<file path="src/hdl/rida_pkg.sv">
`timescale 1ns / 1ps

package rida_pkg;

  // bitmap row geometry
  localparam int unsigned ROW_W  = 32;
  localparam int unsigned ROW_BW = 5;

  localparam logic ACT_ALLOC = 1'b0;
  localparam logic ACT_FREE  = 1'b1;

  typedef enum logic [2:0] {
    STAT_OK      = 3'd0,
    STAT_LIMIT   = 3'd1,
    STAT_NOFREE  = 3'd2,
    STAT_NOTHELD = 3'd3,
    STAT_ZERO    = 3'd4
  } status_e;

  typedef enum logic {
    S_IDLE,
    S_EVAL
  } state_e;

  typedef struct packed {
    logic       action;
    logic [7:0] free_id;
  } req_t;

  typedef struct packed {
    status_e    status;
    logic [7:0] given_id;
    logic [8:0] live_now;
  } res_t;

endpackage

</file>
<file path="src/hdl/rida_bitmap.sv">
`timescale 1ns / 1ps

module rida_bitmap import rida_pkg::*; #(
  parameter int unsigned Rows = 8,
  parameter int unsigned RowW = 3
) (
  input  logic             clk_i,
  input  logic             rst_ni,
  input  logic [RowW-1:0]  rd_row_i,
  input  logic             wr_en_i,
  input  logic [RowW-1:0]  wr_row_i,
  input  logic [ROW_W-1:0] wr_data_i,
  output logic [ROW_W-1:0] rd_data_o
);

  logic [ROW_W-1:0] mem [Rows];
  logic [Rows-1:0]  row_valid_q;
  logic [ROW_W-1:0] rd_q;
  logic             rd_valid_q;
  logic [ROW_W-1:0] rd_init_q;

  always_ff @(posedge clk_i) begin
    if (wr_en_i) begin
      mem[wr_row_i] <= wr_data_i;
    end
    rd_q <= mem[rd_row_i];
  end

  // a row never written reads as its reset pattern: only id 1 held
  always_ff @(posedge clk_i or negedge rst_ni) begin
    if (!rst_ni) begin
      row_valid_q <= '0;
      rd_valid_q  <= 1'b0;
      rd_init_q   <= '0;
    end else begin
      if (wr_en_i) begin
        row_valid_q[wr_row_i] <= 1'b1;
      end
      rd_valid_q <= row_valid_q[rd_row_i];
      rd_init_q  <= (rd_row_i == '0) ? ROW_W'(2) : '0;
    end
  end

  assign rd_data_o = rd_valid_q ? rd_q : rd_init_q;

endmodule

</file>
<file path="src/hdl/rotating_id_allocator_top.sv">
`timescale 1ns / 1ps

// channel   | signals                               | handshake
// ----------+---------------------------------------+----------------------------
// request   | start, busy, req_i (action, free_id)  | taken when start && !busy
// result    | res_valid_o, res_o (status, given_id, | one-cycle strobe, no stall
//           |   live_now)                           |
// config    | cfg_valid_i, cfg_ready_o,             | written on valid && ready
//           |   cfg_max_live_i                      |
//
// a free, or an allocate whose first free id lies in the cursor's row, is decided on the first row read;
// the search scans one 32-bit row per cycle from a one-read one-write synchronous memory,
// so an allocate visits rows until it finds a free id or spends its PROBE_LIMIT budget.
// a limit, count-zero or out-of-range-cursor failure is answered from idle, without a search.
// the result strobe shows in the cycle after the decision; the next request may be
// taken in that same cycle. after reset only id 1 is held; no clearing pass is needed.
module rotating_id_allocator_top import rida_pkg::*; #(
  parameter int unsigned ID_SPACE    = 256,
  parameter int unsigned BASE_ID     = 16,
  parameter int unsigned PROBE_LIMIT = 256
) (
  input  logic       clk_i,
  input  logic       rst_ni,
  input  logic       start,
  output logic       busy,
  input  req_t       req_i,
  output logic       res_valid_o,
  output res_t       res_o,
  input  logic       cfg_valid_i,
  output logic       cfg_ready_o,
  input  logic [8:0] cfg_max_live_i
);

  localparam int unsigned IdW     = $clog2(ID_SPACE);
  localparam int unsigned PosW    = (IdW > 8) ? IdW : 8;
  localparam int unsigned Rows    = (ID_SPACE + ROW_W - 1) / ROW_W;
  localparam int unsigned RowW    = (Rows > 1) ? $clog2(Rows) : 1;
  localparam int unsigned LastRow = (ID_SPACE - 1) / ROW_W;
  localparam int unsigned LastBit = (ID_SPACE - 1) % ROW_W;
  localparam int unsigned CntW    = $clog2(PROBE_LIMIT + 1);
  localparam int unsigned TkW     = (CntW > 6) ? CntW : 6;

  state_e            state_q, state_d;
  logic [8:0]        max_live_q;
  logic [8:0]        count_q, count_d;
  logic [PosW-1:0]   cursor_q, cursor_d;
  logic [PosW-1:0]   pos_q, pos_d;
  logic [CntW-1:0]   rem_q, rem_d;
  logic              action_q, action_d;
  logic [7:0]        fid_q, fid_d;
  logic              res_valid_q, res_valid_d;
  res_t              res_q, res_d;

  logic              accept;
  logic              alloc_fail_now;
  logic              free_fail_now;
  logic              imm_done;

  logic [RowW-1:0]   rd_row;
  logic              wr_en;
  logic [RowW-1:0]   wr_row;
  logic [ROW_W-1:0]  wr_data;
  logic [ROW_W-1:0]  word;

  logic [RowW-1:0]   pos_row;
  logic [ROW_BW-1:0] lo;
  logic [5:0]        avail;
  logic [5:0]        take;
  logic [5:0]        hi_ex;
  logic [ROW_W-1:0]  cand;
  logic              found;
  logic [ROW_BW-1:0] fbit;
  logic [PosW:0]     pos_sum;
  logic [PosW-1:0]   next_pos;
  logic [CntW-1:0]   rem_left;
  logic [PosW-1:0]   found_id;
  logic              fid_in_range;
  logic              fid_held;
  logic              eval_done;

  rida_bitmap #(
    .Rows (Rows),
    .RowW (RowW)
  ) u_bitmap (
    .clk_i     (clk_i),
    .rst_ni    (rst_ni),
    .rd_row_i  (rd_row),
    .wr_en_i   (wr_en),
    .wr_row_i  (wr_row),
    .wr_data_i (wr_data),
    .rd_data_o (word)
  );

  assign accept      = start && !busy;
  assign cfg_ready_o = 1'b1;

  assign alloc_fail_now = (count_q >= max_live_q) ||
                          ({1'b0, cursor_q} >= (PosW+1)'(ID_SPACE));
  assign free_fail_now  = (count_q == '0);
  assign imm_done       = (req_i.action == ACT_ALLOC) ? alloc_fail_now : free_fail_now;

  // scan of the current row from the probe position
  assign pos_row = RowW'(pos_q >> ROW_BW);
  assign lo      = pos_q[ROW_BW-1:0];
  assign avail   = (pos_row == RowW'(LastRow)) ? (6'(LastBit + 1) - {1'b0, lo})
                                               : (6'(ROW_W) - {1'b0, lo});
  assign take    = (TkW'(rem_q) < TkW'(avail)) ? 6'(rem_q) : avail;
  assign hi_ex   = {1'b0, lo} + take;

  always_comb begin
    for (int b = 0; b < ROW_W; b++) begin
      cand[b] = !word[b] && (6'(b) >= {1'b0, lo}) && (6'(b) < hi_ex);
    end
  end

  always_comb begin
    fbit = '0;
    for (int b = ROW_W - 1; b >= 0; b--) begin
      if (cand[b]) begin
        fbit = ROW_BW'(b);
      end
    end
  end

  assign found    = |cand;
  assign found_id = {pos_q[PosW-1:ROW_BW], fbit};
  assign pos_sum  = (PosW+1)'(pos_q) + (PosW+1)'(take);
  assign next_pos = (pos_sum >= (PosW+1)'(ID_SPACE)) ? PosW'(BASE_ID) : PosW'(pos_sum);
  assign rem_left = rem_q - CntW'(take);

  assign fid_in_range = ({24'b0, fid_q} < 32'(ID_SPACE));
  assign fid_held     = fid_in_range && word[fid_q[ROW_BW-1:0]];

  assign eval_done = (action_q == ACT_FREE) || found || (rem_left == '0);

  // next state
  always_comb begin
    state_d = state_q;
    unique case (state_q)
      S_IDLE: begin
        if (accept && !imm_done) begin
          state_d = S_EVAL;
        end
      end
      S_EVAL: begin
        if (eval_done) begin
          state_d = S_IDLE;
        end
      end
      default: state_d = S_IDLE;
    endcase
  end

  // outputs and datapath
  always_comb begin
    busy        = (state_q != S_IDLE);
    count_d     = count_q;
    cursor_d    = cursor_q;
    pos_d       = pos_q;
    rem_d       = rem_q;
    action_d    = action_q;
    fid_d       = fid_q;
    res_valid_d = 1'b0;
    res_d       = res_q;
    rd_row      = RowW'(next_pos >> ROW_BW);
    wr_en       = 1'b0;
    wr_row      = pos_row;
    wr_data     = word;
    unique case (state_q)
      S_IDLE: begin
        action_d = req_i.action;
        fid_d    = req_i.free_id;
        pos_d    = cursor_q;
        rem_d    = CntW'(PROBE_LIMIT);
        rd_row   = (req_i.action == ACT_FREE) ? RowW'(req_i.free_id >> ROW_BW)
                                              : RowW'(cursor_q >> ROW_BW);
        if (accept && imm_done) begin
          res_valid_d    = 1'b1;
          res_d.given_id = '0;
          res_d.live_now = count_q;
          if (req_i.action == ACT_FREE) begin
            res_d.status = STAT_ZERO;
          end else if (count_q >= max_live_q) begin
            res_d.status = STAT_LIMIT;
          end else begin
            res_d.status = STAT_NOFREE;
          end
        end
      end
      S_EVAL: begin
        res_d.given_id = '0;
        if (action_q == ACT_FREE) begin
          res_valid_d = 1'b1;
          wr_row      = RowW'(fid_q >> ROW_BW);
          if (fid_held) begin
            wr_en                      = 1'b1;
            wr_data[fid_q[ROW_BW-1:0]] = 1'b0;
            count_d                    = count_q - 9'd1;
            res_d.status               = STAT_OK;
            res_d.live_now             = count_q - 9'd1;
          end else begin
            res_d.status   = STAT_NOTHELD;
            res_d.live_now = count_q;
          end
        end else if (found) begin
          res_valid_d        = 1'b1;
          wr_en              = 1'b1;
          wr_data[fbit]      = 1'b1;
          cursor_d           = found_id;
          count_d            = count_q + 9'd1;
          res_d.status       = STAT_OK;
          res_d.given_id     = found_id[7:0];
          res_d.live_now     = count_q + 9'd1;
        end else begin
          // row exhausted: move on, or give up when the probe budget is spent
          pos_d = next_pos;
          rem_d = rem_left;
          if (rem_left == '0) begin
            res_valid_d    = 1'b1;
            res_d.status   = STAT_NOFREE;
            res_d.live_now = count_q;
          end
        end
      end
      default: ;
    endcase
  end

  always_ff @(posedge clk_i or negedge rst_ni) begin
    if (!rst_ni) begin
      state_q     <= S_IDLE;
      max_live_q  <= 9'd256;
      count_q     <= 9'd1;
      cursor_q    <= PosW'(BASE_ID);
      res_valid_q <= 1'b0;
    end else begin
      state_q     <= state_d;
      count_q     <= count_d;
      cursor_q    <= cursor_d;
      res_valid_q <= res_valid_d;
      if (cfg_valid_i && cfg_ready_o) begin
        max_live_q <= cfg_max_live_i;
      end
    end
  end

  always_ff @(posedge clk_i) begin
    pos_q    <= pos_d;
    rem_q    <= rem_d;
    action_q <= action_d;
    fid_q    <= fid_d;
    res_q    <= res_d;
  end

  assign res_valid_o = res_valid_q;
  assign res_o       = res_q;

endmodule

</file>
<file path="config.mk">
export PLATFORM = sky130hd
export DESIGN_NAME = rotating_id_allocator_top
export DESIGN_NICKNAME = d
export VERILOG_FILES = /design/src/hdl/rida_pkg.sv /design/src/hdl/rida_bitmap.sv /design/src/hdl/rotating_id_allocator_top.sv
export SDC_FILE = /design/constraint.sdc
export NUM_CORES = 1
export LEC_CHECK = 0
export ABC_CLOCK_PERIOD_IN_PS = 6900
export BUFFER_PORTS_ARGS = -buffer_cell sky130_fd_sc_hd__buf_2
export CORE_MARGIN = 2
export CORE_UTILIZATION = 55
export CTS_CLUSTER_DIAMETER = 30
export DETAILED_ROUTE_END_ITERATION = 10
export GPL_TIMING_DRIVEN = 0
export PLACE_DENSITY = 0.72
export SLEW_MARGIN = 20
export SYNTH_ARGS = -nofsm -noshare
export SYNTH_HDL_FRONTEND = slang
export SYNTH_SLANG_ARGS = --single-unit
</file>
<file path="constraint.sdc">
create_clock -name clk_i -period 6.9 [get_ports clk_i]
set_clock_uncertainty 0.2 [all_clocks]
set_input_delay 0.345 -clock clk_i [delete_from_list [all_inputs] [get_ports clk_i]]
set_output_delay 0.345 -clock clk_i [all_outputs]
set_load 0.05 [all_outputs]
</file>
======== Word-level counts from Yosys, hierarchy flattened ========
Memories as Yosys holds them, arrays and structs flattened. A register that Yosys moved wholly into a read port is not among the register bits.
Cells that the tools add are included.
storage, ports and cells
  register bits after elaboration ......... 115
  memory bits (writable) .................. 256
  memories ................................ 1
memory list
  name          depth  width  read ports  clocked after Yosys merged registers in  write ports  line               RTL
  u_bitmap.mem  8      32     1           1                                        1            rida_bitmap.sv:16  logic [ROW_W-1:0] mem [Rows];
operators by class
  order comparisons ....................... 73
  equality and inequality tests ........... 4
  muxes and demuxes ....................... 91
  reduce and logical (&&, ||, !) cells .... 114
  bitwise operators ....................... 6
  add/subtract/negate cells ............... 6
operators with widths
  kind                number
  $mux 32             5
  $mux 5              32
  $lt 5x6->1 const A  16
  $ge 5x5->1 const A  15
  $mux 9              8
  $logic_and 1x1->1   69
  $lt 4x6->1 const A  8
  $ge 4x5->1 const A  8
  $mux 8              5
  $pmux 20 s2         1
  $logic_not 1->1     34
  $and 32x32->32      1
  $not 32->32         1
  $or 32x32->32       1
  $reduce_or 32->1    1
  $lt 3x6->1 const A  4
  $mux 3              8
  $ge 3x5->1 const A  4
  $mux 20             1
  $logic_not 9->1     2
  $mux 1              18
  $pmux 9 s2          1
  $pmux 8 s2          1
  $lt 1x6->1 const A  2
  other kinds (32)    48

======== Depth between registers and ports, before layout ========
  depth in word-level cells ............... 46
  gate-level depth with buffers ........... 29
  gate-level depth less buffers ........... 24

======== By module ========
A second synthesis with hierarchy kept.
second synthesis, totals
  cells, all modules ...................... 1304
  area, all modules ....................... 18128.6 µm²
modules (own cells, without submodules)
  module                     cells each  instances  seq. area each (µm²)  area each (µm²)
  rida_bitmap                476         1          8578.2                11145.7
  rotating_id_allocator_top  828         1          2085.8                6982.9

======== Worst setup path before layout ========
OpenSTA, ideal clock, no wires.
  kind .................................... reg2reg
  from .................................... register pos_q[1]
  to ...................................... memory u_bitmap.mem[0][0], enable pin
  setup slack ............................. -625 ps
  clock period less this slack ............ 7525 ps
  cell stages (with the launch flop) ...... 29
  arrival ................................. 6904 ps
  setup time .............................. 421 ps
  cells stage by stage .................... edfxtp_1 > clkbuf_1 > inv_1 > ha_1 > and2_1 > ha_1 > inv_1 > ha_1 > a21oi_1 > o21ai_1 > a21oi_1 > nand2_1 > o21ai_0 > ha_1 > inv_1 > fa_1 > nand2b_1 > o2bb2ai_1 > xnor2_1 > buf_2 > buf_2 > nand2_1 > a21oi_1 > a221oi_1 > nand3b_1 > o41ai_1 > buf_2 > o22a_1 > nor2_1
between the ends
  word-level cells in the longest chain between the ends .. 12
ends and longest elaborated chain
  element                             line                                                                RTL
  from (decl)                         rotating_id_allocator_top.sv:47                                     logic [PosW-1:0] pos_q, pos_d;
  from (signal assigned)              rotating_id_allocator_top.sv:248                                    pos_q <= pos_d;
  $sub 6x5->6                         rotating_id_allocator_top.sv:105, rotating_id_allocator_top.sv:106
  $lt 9x6->1                          rotating_id_allocator_top.sv:107                                    assign take = (TkW'(rem_q) < TkW'(avail)) ? 6'(rem_q) : avail;
  $mux 6                              rotating_id_allocator_top.sv:107
  $add 5x6->6                         rotating_id_allocator_top.sv:108                                    assign hi_ex = {1'b0, lo} + take;
  $lt 1x6->1 (tied with other cells)  rotating_id_allocator_top.sv:112                                    cand[b] = !word[b] && (6'(b) >= {1'b0, lo}) && (6'(b) < hi_ex);
  $logic_and 1x1->1                   rotating_id_allocator_top.sv:112
  $reduce_or 32->1 *                  rotating_id_allocator_top.sv:125                                    assign found = |cand;
  $mux 1 *                            rotating_id_allocator_top.sv:205                                    end else if (found) begin
  $mux 1 *                            rotating_id_allocator_top.sv:192                                    if (action_q == ACT_FREE) begin
  $mux 1 *                            rotating_id_allocator_top.sv:169                                    unique case (state_q)
  $mux 1 *                            rida_bitmap.sv:23                                                   if (wr_en_i) begin
  $mux 1 (not written as such) *      rida_bitmap.sv:24                                                   mem[wr_row_i] <= wr_data_i;
  to (decl)                           rida_bitmap.sv:16
Every way passes the cells marked *; elsewhere a longest branch is shown, timed or not.

======== Final worst setup path ========
  from .................................... register pos_q[1]
  to ...................................... register u_bitmap.rd_q[28], read port of u_bitmap.mem
between the ends
  word-level cells in the longest chain between the ends .. 7
ends and longest elaborated chain
  element        line                                                                RTL
  $sub 6x5->6    rotating_id_allocator_top.sv:105, rotating_id_allocator_top.sv:106
  $lt 9x6->1     rotating_id_allocator_top.sv:107
  $mux 6         rotating_id_allocator_top.sv:107
  $add 8x6->9 *  rotating_id_allocator_top.sv:127                                    assign pos_sum = (PosW+1)'(pos_q) + (PosW+1)'(take);
  $ge 9x9->1     rotating_id_allocator_top.sv:128                                    assign next_pos = (pos_sum >= (PosW+1)'(ID_SPACE)) ? PosW'(BASE_ID) : PosW'(pos_sum);
  $mux 8 *       rotating_id_allocator_top.sv:128
  $mux 3 *       rotating_id_allocator_top.sv:169
  to (decl)      rida_bitmap.sv:18                                                   logic [ROW_W-1:0] rd_q;
Marks and branches as above.
A chain may end at the register's enable or synchronous reset.

==> results.json <==
{
  "die_area_um2": 34700,
  "required_ns": 7.15,
  "tns_ns": 0,
  "core_area_um2": 32600,
  "whs_endpoint": "max_live_q[5]",
  "synth-seq-area-share": 0.583,
  "place_congestion": 1.00,
  "fmax_mhz": 148,
  "reg2reg_from": "pos_q[1]",
  "io_pins": 45,
  "min_period_ns": 6.73,
  "grt_usage": 0.356,
  "worstSetupPathType": "register to register",
  "drtPass1Iterations": 6,
  "slew-limit-headroom": 0.295,
  "hpwl_um": 40100,
  "worst_ep_arrival_time_ns": 6.98,
  "timing.rr.end": "u_bitmap.rd_q[28]",
  "cpMaxStageDelayCell": "clkbuf_1",
  "grt_pass1_vias": 15300,
  "antenna_left": 0,
  "syn_area_um2": 18300,
  "post-place-ws_ns": -2.52,
  "async_flop_share": 0.102,
  "numCtsBuffers": 73,
  "synth_cells": 1657,
  "fp.dieW_um": 186,
  "crit_cells": 27,
  "cts_tree": "yes",
  "holdPathStages": 3,
  "placed_area_um2": 19200,
  "clock_latency_ns": 0.59,
  "die_h_um": 186,
  "maxCapViolCount": 0,
  "fillers": 2088,
  "wl_per_cell_um": 25.6,
  "vias": 15200,
  "ys.flop_type": "edfxtp_1",
  "drive_above_1_share": 0.225,
  "status": "completed",
  "clock-root-buffer": "clkbuf_16",
  "nNetsFinal": 1931,
  "drc": 0,
  "syn_nets": 1714,
  "grt_max_degree": 39,
  "holdCritStartpoint": "cfg_valid_i",
  "hp-class": "input port to register",
  "yosys_register_bits": 372,
  "maxSlewViolCount": 0,
  "cts_buffer_depth": 3,
  "rows": 66,
  "fin_ws_ns": 0.165,
  "ctsHtreeMaxLevel": 3,
  "crit_path_end_kind": "register",
  "stdcell_area_um2": 23700,
  "worst_slew_pin_slew_ns": 1.05,
  "synth_warnings": 0,
  "hold_ws_ns": 0.0358,
  "cpMostUsedCell": "clkbuf_1",
  "via_per_inst": 6.41,
  "cp_max_fo": 10,
  "wirelength_um": 60800,
  "register_area_um2": 10700,
  "multi_input_area_um2": 7920,
  "drt-initial-drc-count": 1562,
  "synth_edf_count": 302,
  "insertedDiodeCount": 0,
  "clk_pin_slew_ns": 0.05,
  "synth_area_per_cell_um2": 11.0,
  "antenna_found_initial": 0,
  "fin_crit_sh": 0.976,
  "startpoint_type": "register",
  "r2r_cells": 27,
  "synth.distinct_cells": 84,
  "hold_viol": 0,
  "crit_buf_inv": 7,
  "syn_to_final_growth_pct": 29.8,
  "overflow": 0,
  "cpPeakStageDelay_ns": 0.72,
  "grt_first_pass_wirelength_um": 90200,
  "startpoint": "pos_q[1]",
  "initial_core_util": 0.560,
  "path_delay_family": "buffers and inverters",
  "final-setup-viol-count": 0,
  "reg2reg_slack_ns": 0.17,
  "cts_sinks": 372,
  "place.port_buffers": 42
}
## synth_stat cells (all sizes together) (7+ instances only)
cell type | number | area share
edfxtp | 302 | 0.50
nand2 | 293 | 0.060
nand3 | 97 | 0.027
clkbuf | 89 | 0.018
nor2 | 82 | 0.017
o21ai | 62 | 0.017
a21oi | 51 | 0.014
a211oi | 47 | 0.020
inv | 44 | 0.0090
nor2b | 40 | 0.014
a31o | 35 | 0.017
dfrtp | 35 | 0.048
a311oi | 34 | 0.016
ha | 33 | 0.023
dfxtp | 32 | 0.035
a21o | 22 | 0.0090
nor3 | 22 | 0.0060
o31ai | 22 | 0.0090
o21bai | 21 | 0.0086
xnor2 | 21 | 0.011
and2 | 20 | 0.0068
buf | 17 | 0.0047
mux2i | 17 | 0.0093
nor4 | 13 | 0.0044
o211ai | 13 | 0.0053
and3 | 12 | 0.0041
nand2b | 11 | 0.0038
o22ai | 11 | 0.0038
o32ai | 11 | 0.0053
a31oi | 10 | 0.0034
a221oi | 8 | 0.0038
o21a | 8 | 0.0033
or2 | 8 | 0.0027
a2bb2oi | 7 | 0.0034
mux4 | 7 | 0.0086
xor2 | 7 | 0.0034
## cells by family after synthesis
logic type | share of synthesized area
simple gates | 0.158
compound gates | 0.166
flops | 0.583
buf+inv | 0.0324
fa+ha+maj | 0.0253
xor+xnor | 0.0142
mux | 0.0204
other cells | 0.000205
## layout by cell type, fill, tap and decap left out, drive strengths merged, types with 40 or more instances in the layout
| cell type | n |
|---|---|
| nand2 | 293 |
| o21ai | 62 |
| nor2b | 40 |
| a21oi | 51 |
| a211oi | 47 |
| edfxtp | 302 |
| clkbuf | 164 |
| inv | 52 |
| nand3 | 97 |
| nor2 | 84 |
| buf | 139 |
## final cells by class
class / count / area share
clock buffer: 81 / 0.0792
clock inverter: 53 / 0.0286
inverter: 45 / 0.00749
tap: 442 / 0.0233
sequential: 372 / 0.450
timing repair buffer: 142 / 0.0580
buffer: 104 / 0.0200
multi-input combinational: 1136 / 0.334
## registers in the layout, indices dropped and copies added, names as in the netlist
| name | flops |
|---|---|
| fid_q | 8 |
| pos_q | 8 |
| u_bitmap.rd_init_q | 1 |
| busy | 1 |
| u_bitmap.row_valid_q | 8 |
| u_bitmap.rd_q | 32 |
| res_valid_o | 1 |
| rem_q | 9 |
| count_q | 9 |
| cursor_q | 8 |
| res_o | 20 |
| u_bitmap.mem | 256 |
| action_q | 1 |
| u_bitmap.rd_valid_q | 1 |
| max_live_q | 9 |
## worst max path at each step
stage / endpoint / slack (ns)
5_1_grt: u_bitmap.mem[5][4] / -0.04
3_5_place_dp: u_bitmap.mem[0][12] / -2.52
2_1_floorplan: u_bitmap.mem[0][0] / -0.14
3_3_place_gp: u_bitmap.mem[0][18] / -2.62
6_report: u_bitmap.rd_q[28] / 0.17
4_1_cts: u_bitmap.mem[1][24] / -0.002
## routing by layer
metal | up-vias | global-route usage | share of wire
met5 | - | 0 | 0
met3 | 209 | 0.0726 | 0.094
met2 | 912 | 0.580 | 0.47
li1 | 6674 | - | -
met4 | 0 | 0.180 | 0.052
met1 | 7428 | 0.454 | 0.39
## through the flow
stage               utilization  cells
CTS                       0.719   2363
detailed placement        0.590   2147
floorplan                     -   1657
global placement          0.585   2141
finish                    0.727   2375
global route              0.727   2375
## timing repair
action	4_1_cts	5_1_grt
endpoints found under the setup margin	620	591
pin swaps	40	16
setup buffers	56	12
hold endpoints to repair	55	0
hold buffers	24	0
gates cloned	3	1
gates resized for setup	123	54
## worst reg2reg max path: cells and delay by family (launching register included)
family,cells,cell delay [ns]
xor gates and xnor gates,1,0.14
AOI/OAI and AO/OA,10,1.86
DFF,1,0.40
adders and majority gates,5,1.41
and+or+nand+nor,4,0.53
buffers and inverters,7,2.06
Power is not shown: default switching activity piles up to over one toggle a cycle in this logic, so the estimate is an artifact.
